**src/rtl/assert_macros.svh**
```systemverilog
// Assertion macros shared by the matcher RTL.
// Needs a clock named clk and an active-high reset named rst in scope.
`ifndef ASSERT_MACROS_SVH
`define ASSERT_MACROS_SVH

// Check a property on every rising clock edge outside reset.
`define WNM_ASSERT(label, prop, msg) \
  label: assert property (@(posedge clk) disable iff (rst) prop) else $error(msg);

// Check that an expression is never true outside reset.
`define WNM_NEVER(label, expr, msg) \
  label: assert property (@(posedge clk) disable iff (rst) !(expr)) else $error(msg);

`endif

```
**src/rtl/wnm_pkg.sv**
```systemverilog
// Shared types, codes and helpers of the wildcard name matcher.
// No dependencies.
package wnm_pkg;

  localparam logic       OP_MASK_WRITE = 1'b0;
  localparam logic       OP_NAME_FEED  = 1'b1;

  localparam logic [7:0] WILD_ONE      = 8'h3F;
  localparam logic [7:0] WILD_MANY     = 8'h2A;
  localparam logic [7:0] CHAR_END      = 8'h00;

  // Matching state apart from the mask position.
  typedef struct packed {
    logic skip;
    logic done;
    logic match;
  } match_state_t;

  // Fold ASCII lower case letters to upper case.
  function automatic logic [7:0] fold_upper(input logic [7:0] c);
    logic [7:0] r;
    r = c;
    if (c >= 8'h61 && c <= 8'h7A) begin
      r = c - 8'h20;
    end
    return r;
  endfunction

endpackage

```
**src/rtl/wnm_mask_ram.sv**
```systemverilog
// Mask byte store: one write port, two registered read ports.
// Depends on nothing; instantiated by wildcard_name_matcher.
module wnm_mask_ram #(
  parameter int DEPTH = 256,
  parameter int AW    = 8
) (
  input  logic          clk,
  input  logic          wr_en,
  input  logic [AW-1:0] wr_addr,
  input  logic [7:0]    wr_data,
  input  logic          rd_en,
  input  logic [AW-1:0] rd_addr_a,
  input  logic [AW-1:0] rd_addr_b,
  output logic [7:0]    rd_data_a,
  output logic [7:0]    rd_data_b
);

  logic [7:0] mem [DEPTH];

  always_ff @(posedge clk) begin
    if (wr_en) begin
      mem[wr_addr] <= wr_data;
    end
  end

  always_ff @(posedge clk) begin
    if (rd_en) begin
      rd_data_a <= mem[rd_addr_a];
      rd_data_b <= mem[rd_addr_b];
    end
  end

endmodule

```
**src/rtl/wnm_match_core.sv**
```systemverilog
// Match state and per-byte decision logic of the wildcard name matcher.
// Depends on wnm_pkg; mask bytes come from wnm_mask_ram.
module wnm_match_core import wnm_pkg::*; #(
  parameter int MASK_DEPTH = 256,
  parameter int PW         = 8
) (
  input  logic          clk,
  input  logic          rst,
  input  logic          issue_first,
  output logic [PW-1:0] rd_addr_a,
  output logic [PW-1:0] rd_addr_b,
  input  logic          commit,
  input  logic          step_feed,
  input  logic          step_first,
  input  logic [7:0]    step_char,
  input  logic [7:0]    m0,
  input  logic [7:0]    m1,
  output match_state_t  st,
  output match_state_t  st_next
);

  logic [PW-1:0] pos;
  logic [PW-1:0] pos_next;

  function automatic logic [PW-1:0] adv(input logic [PW-1:0] p);
    return (p == PW'(MASK_DEPTH - 1)) ? '0 : p + PW'(1);
  endfunction

  // Mask bytes at the position and the one after it.
  assign rd_addr_a = issue_first ? '0 : pos;
  assign rd_addr_b = adv(rd_addr_a);

  always_comb begin
    logic [PW-1:0] p;
    logic [PW-1:0] p1;
    match_state_t  s;
    p  = step_first ? '0 : pos;
    s  = step_first ? '0 : st;
    p1 = adv(p);
    pos_next = p;
    st_next  = s;
    if (!step_feed) begin
      pos_next = pos;
      st_next  = st;
    end else if (!s.done) begin
      if (s.skip) begin
        if (step_char == m0) begin
          st_next.skip = 1'b0;
          if (step_char == CHAR_END) begin
            st_next.done  = 1'b1;
            st_next.match = 1'b1;
          end else begin
            pos_next = p1;
          end
        end else if (step_char == CHAR_END) begin
          st_next.skip  = 1'b0;
          st_next.done  = 1'b1;
          st_next.match = 1'b0;
        end
      end else if (m0 == CHAR_END && step_char == CHAR_END) begin
        st_next.done  = 1'b1;
        st_next.match = 1'b1;
      end else if (m0 == WILD_ONE) begin
        if (step_char == CHAR_END) begin
          st_next.done  = 1'b1;
          st_next.match = 1'b0;
        end else begin
          pos_next = p1;
        end
      end else if (m0 == step_char) begin
        pos_next = p1;
      end else if (m0 == WILD_MANY) begin
        // Step over the star and look at the byte behind it.
        pos_next = p1;
        if (step_char == m1) begin
          if (step_char == CHAR_END) begin
            st_next.done  = 1'b1;
            st_next.match = 1'b1;
          end else begin
            pos_next = adv(p1);
          end
        end else if (step_char == CHAR_END) begin
          st_next.done  = 1'b1;
          st_next.match = 1'b0;
        end else begin
          st_next.skip = 1'b1;
        end
      end else begin
        st_next.done  = 1'b1;
        st_next.match = 1'b0;
      end
    end
  end

  always_ff @(posedge clk) begin
    if (rst) begin
      pos <= '0;
      st  <= '0;
    end else if (commit) begin
      pos <= pos_next;
      st  <= st_next;
    end
  end

endmodule

```
**src/rtl/wildcard_name_matcher.sv**
```systemverilog
// Top level of the wildcard name matcher: handshakes, decision stage, result register.
// Depends on wnm_pkg, wnm_mask_ram, wnm_match_core and assert_macros.svh.
//
//   channel   signals                                          direction
//   request   req_valid/req_stall, opcode, mask_index,         in
//             char_in, first_of_name
//   result    res_valid/res_stall, verdict_ready, matched      out
//
// A request runs in order: the accept edge issues the mask reads at the current
// position and the one after it; the decision edge, once the result register is
// free, takes the decision and loads the result register. As one name byte needs
// the position left by the one before, req_stall holds until the decision fires.
// rst (synchronous) clears the match state and both valid flags; the mask store
// is not cleared and holds garbage until written.
// A stalled result holds in its register while the next request is still taken.
`include "assert_macros.svh"

module wildcard_name_matcher import wnm_pkg::*; #(
  parameter int MASK_DEPTH = 256
) (
  input  logic       clk,
  input  logic       rst,
  input  logic       req_valid,
  output logic       req_stall,
  input  logic       opcode,
  input  logic [7:0] mask_index,
  input  logic [7:0] char_in,
  input  logic       first_of_name,
  output logic       res_valid,
  input  logic       res_stall,
  output logic       verdict_ready,
  output logic       matched
);

  localparam int PW = (MASK_DEPTH > 1) ? $clog2(MASK_DEPTH) : 1;

  // Decision stage holding one request.
  logic         busy;
  logic         b_op;
  logic         b_first;
  logic [7:0]   b_char;

  logic         accept;
  logic         step_fire;
  logic         out_free;
  logic [31:0]  idx_ext;
  logic         wr_en;
  logic [7:0]   folded;

  logic [PW-1:0] rd_addr_a;
  logic [PW-1:0] rd_addr_b;
  logic [7:0]    m0;
  logic [7:0]    m1;
  match_state_t  st;
  match_state_t  st_next;

  assign req_stall = busy;
  assign accept    = req_valid && !busy;
  assign out_free  = !res_valid || !res_stall;
  assign step_fire = busy && out_free;
  assign folded    = fold_upper(char_in);

  // Drop mask writes beyond the end of the store.
  assign idx_ext = 32'(mask_index);
  assign wr_en   = accept && (opcode == OP_MASK_WRITE) && (idx_ext < 32'(MASK_DEPTH));

  wnm_mask_ram #(
    .DEPTH (MASK_DEPTH),
    .AW    (PW)
  ) u_ram (
    .clk       (clk),
    .wr_en     (wr_en),
    .wr_addr   (idx_ext[PW-1:0]),
    .wr_data   (folded),
    .rd_en     (accept && (opcode == OP_NAME_FEED)),
    .rd_addr_a (rd_addr_a),
    .rd_addr_b (rd_addr_b),
    .rd_data_a (m0),
    .rd_data_b (m1)
  );

  wnm_match_core #(
    .MASK_DEPTH (MASK_DEPTH),
    .PW         (PW)
  ) u_core (
    .clk         (clk),
    .rst         (rst),
    .issue_first (first_of_name),
    .rd_addr_a   (rd_addr_a),
    .rd_addr_b   (rd_addr_b),
    .commit      (step_fire),
    .step_feed   (b_op == OP_NAME_FEED),
    .step_first  (b_first),
    .step_char   (b_char),
    .m0          (m0),
    .m1          (m1),
    .st          (st),
    .st_next     (st_next)
  );

  // Hold the request in the decision stage until the result register frees up.
  always_ff @(posedge clk) begin
    if (rst) begin
      busy <= 1'b0;
    end else if (accept) begin
      busy <= 1'b1;
    end else if (step_fire) begin
      busy <= 1'b0;
    end
  end

  always_ff @(posedge clk) begin
    if (accept) begin
      b_op    <= opcode;
      b_first <= first_of_name;
      b_char  <= folded;
    end
  end

  // Advance the result register when the decision fires; drop it once taken.
  always_ff @(posedge clk) begin
    if (rst) begin
      res_valid <= 1'b0;
    end else if (step_fire) begin
      res_valid <= 1'b1;
    end else if (!res_stall) begin
      res_valid <= 1'b0;
    end
  end

  always_ff @(posedge clk) begin
    if (step_fire) begin
      verdict_ready <= st_next.done;
      matched       <= st_next.done && st_next.match;
    end
  end

  `WNM_ASSERT(a_fire_gives_result, step_fire |=> res_valid, "decision fired but no result")
  `WNM_NEVER(a_skip_after_verdict, st.skip && st.done, "skipping after verdict")
  `WNM_ASSERT(a_match_needs_ready, res_valid && matched |-> verdict_ready, "match without verdict")
  `WNM_ASSERT(a_verdict_sticky,
              step_fire && b_op == OP_NAME_FEED && !b_first && st.done
              |=> verdict_ready && matched == $past(st.match), "verdict changed mid-name")

endmodule
```
**config.mk**
```make
export PLATFORM = sky130hd
export DESIGN_NAME = wildcard_name_matcher
export DESIGN_NICKNAME = d
export VERILOG_FILES = /design/src/rtl/wnm_pkg.sv /design/src/rtl/wnm_mask_ram.sv /design/src/rtl/wnm_match_core.sv /design/src/rtl/wildcard_name_matcher.sv
export VERILOG_INCLUDE_DIRS = /design/src /design/src/rtl
export SDC_FILE = /design/constraint.sdc
export NUM_CORES = 2
export LEC_CHECK = 0
export ABC_CLOCK_PERIOD_IN_PS = 16400
export BUFFER_PORTS_ARGS = -buffer_cell sky130_fd_sc_hd__buf_2
export CAP_MARGIN = 20
export CORE_ASPECT_RATIO = 0.7
export CORE_MARGIN = 2
export CORE_UTILIZATION = 60
export DETAILED_ROUTE_END_ITERATION = 16
export HOLD_SLACK_MARGIN = 0.06
export PLACE_DENSITY = 0.87
export SLEW_MARGIN = 0
export SYNTH_ARGS = -nofsm -noshare
export SYNTH_HDL_FRONTEND = slang
export SYNTH_HIERARCHICAL = 1
export SYNTH_SLANG_ARGS = --single-unit
```
**constraint.sdc**
```tcl
create_clock -name clk -period 16.4 [get_ports clk]
set_input_delay 1.64 -clock clk [delete_from_list [all_inputs] [get_ports clk]]
set_output_delay 1.64 -clock clk [all_outputs]
set_load 0.005 [all_outputs]
```
==> implementation parameters <==
Parameter                              Value

Clock tree
  Number of clock sinks seen by CTS    about 2100
  Clock edge transition at the registers on the reported setup and hold paths    ~0.070 ns
  Postcts setup bufs    0
  Count of hold-fix buffers inserted at cts    0
  Number of buffers on the longest clock path    3
  Clock tree root driver cell    sky130_fd_sc_hd__clkbuf_16
  Number of levels the H-tree was split into    4
  Clock latency reported for the late side of the worst-skew pair    approximately 0.87 ns
  Clock buffers created by TritonCTS    between 150 and 200
  Clock tree from TritonCTS    done
  Number of gates resized after cts    0

Timing
  Final-report setup violation count    0
  Max Clock Freq    139 MHz
  Setup repair after global routing missed its margin    no
  Final sum of negative setup slack    0 ns
  Final number of hold-violating endpoints    0
  Final setup skew    roughly 0.049 ns
  Final period demand of the worst path    approximately 7 ns
  Share of the clock period used by the worst path    between 40% and 50%
  Final-report max-slew violation count    0
  Worst slew margin    6.60%
  Least-Margin Pin Slew    ~1.4 ns

Placed design
  Dpl hpwl    slightly below 200 mm
  Placed insts    7145
  Count of buffers inserted at the top-level ports    25
  Weighted congestion at the end of routability-driven global placement    between 1 and 1.5

Worst setup path
  Worst-path fanout max    between 80 and 90
  Critical path capture point type    flop
  Data required time at the worst endpoint    17.07 ns
  Arrival time reported for the critical path endpoint    between 7 and 8 ns
  Register-to-Register Setup Slack    roughly 9.6 ns
  Slowest stage cell on the critical path    sky130_fd_sc_hd__a21oi_1
  Delay of the slowest critical-path stage    0.88 ns
  CP cell instances    buf_2, or2b_4, inv_8, buf_12, buf_4, buf_4, mux4_2, a21oi_1, a221o_1, a21oi_1, o21ai_0, a211oi_1
  Type of origin of the critical path    input port
  WS Path Type    input port to flop

Die
  Initial cell density of the core    between 60% and 70%
  Die area    170000 um2
  Number of rows in the core area    ~130
  Ports    26
  Horizontal die dimension    491 um
  Die Height    roughly 350 um
  CORE AREA    roughly 170000 um2

Pwr
  Cell Int Power    8.34 mW
  Clock network fraction of total power    between 40% and 50%
  Portion of total power attributed to combinational logic    under 10%
  Peak supply drop    approximately 0.000096 V
  Switching share of total power    between 20% and 30%
  Net Sw Power    between 2 and 2.5 mW
  Seq pwr share    a little under three fifths
  Leak Pwr    32.5 nW
  Power density cells    around 100 nW/um2

Drt
  Drt total wl    about 320 mm
  DR DRC count    0
  Average routed wire per standard cell    42.7 um
  DRT Pass-1 Iters    12
  Number of nets still failing antenna checks after routing    0
  Number of vias after detailed routing    63156
  Violation count after the first detailed-routing iteration    about 14000
  Number of vias per cell after detailed routing    8.37

Layout
  Ratio of cells with drive above 1 in the final layout    between 30% and 40%
  Count of placed standard cells in the final layout, fillers left out    between 7000 and 8000
  Util after Layout    about two thirds
  Fill count    around 10000
  Layout overhead on the synthesized area    7.85%
  Net count reported at finish    between 5000 and 6000
  Total area of multi-input combinational cells    between 30000 and 40000 um2
  Area taken by flip-flops and latches    between 60000 and 70000 um2

Logic synthesis
  Per-instance average area after synthesis    slightly below 20 um2
  Synth Cell Area    ~100000 um2
  Cells after Synth    5187
  Count of yosys warnings during synthesis    6
  Number of nets produced by synthesis    ~5200

Global route
  Largest net degree at the start of global routing    between 200 and 250
  Remaining global-route overflow    0
  Antenna violations before repair    32
  Global-route usage over all layers    between 30% and 40%
  Number of global-route vias before repair    around 61000
  First-pass GRT wire length    around 450 mm

Job
  Maximum Capacitance Violations    0

Worst hold path
  Type of the most critical hold path    flop to flop

Run status
  Run status    finished clean
-- registers in the layout, summed over array words and instances (netlist names) --
| name | cells |
|---|---|
| matched | 1 |
| u_ram/mem | 2048 |
| u_core/st | 3 |
| req_stall | 1 |
| b_first | 1 |
| verdict_ready | 1 |
| u_ram/rd_data_b | 8 |
| u_ram/rd_data_a | 8 |
| b_char | 8 |
| res_valid | 1 |
| u_core/pos | 8 |
| b_op | 1 |
-- path summary, 6_finish.rpt --
check        cells after the start          start                  to
max reg2reg                     11  u_core/pos[0]  u_ram/rd_data_a[3]
min                              2      res_valid           res_valid
min reg2reg                      2      res_valid           res_valid
max                             12  first_of_name  u_ram/rd_data_a[3]
-- critical path, delay by kind of cell --
family                 cells  cell delay, ns
AO/OA/AOI/OAI              5            1.87
multiplexers               1            0.38
AND/OR/NAND/NOR            1            0.54
buffers and inverters      5            3.12
-- metrics by stage --
stage               instance area (um2)  worst slack, ns  total power [mW]  hold WS [ns]
finish                           108000             9.21              10.7         0.536
CTS                              107000             9.48              10.6         0.533
global placement                 101000             8.55              6.39         0.479
detailed placement               101000             8.72              6.41         0.517
floorplan                         99700             6.40              6.23         0.498
global route                     108000             9.02              10.9         0.556
-- metal layers --
layer | vias to the layer above | global-route usage (%) | wire length [um]
met3 | 1741 | 18.6 | 64500
met4 | 30 | 18.9 | 22600
met2 | 7678 | 52.9 | 137000
li1 | 22247 | - | -
met1 | 31460 | 48.6 | 96800
met5 | - | 1.85 | 712
-- layout make-up --
class | count | share of cell area, %
flip-flops and latches | 2089 | 58.2
multi-input cells | 2664 | 32.0
clock buffers | 215 | 4.37
well taps | 2222 | 2.58
repair buffers | 197 | 1.62
clock inverters | 121 | 1.07
inverters | 17 | 0.0745
diodes | 23 | 0.0535
-- cell usage in the layout, fill, tap and decap left out, types with 69 or more instances in the layout --
| master | instances |
|---|---|
| sky130_fd_sc_hd__edfxtp_1 | 2076 |
| sky130_fd_sc_hd__mux4_2 | 1052 |
| sky130_fd_sc_hd__nor2_1 | 322 |
| sky130_fd_sc_hd__mux2i_1 | 239 |
| sky130_fd_sc_hd__clkbuf_16 | 183 |
| sky130_fd_sc_hd__nand2_1 | 144 |
| sky130_fd_sc_hd__buf_4 | 135 |
| sky130_fd_sc_hd__a21oi_1 | 105 |
| sky130_fd_sc_hd__nand3_1 | 71 |
| sky130_fd_sc_hd__o221ai_1 | 69 |
-- power by group through the flow --
stage                     registers, mW  logic [mW]  clock network, mW
after detailed placement           6.01       0.399                  0
after floorplan                    6.02       0.212                  0
after global placement             6.01       0.385                  0
after CTS                          5.89       0.404               4.34
after global routing               5.89       0.435               4.54
final                              5.89       0.436               4.37
Power figures use the tool's default switching activity.
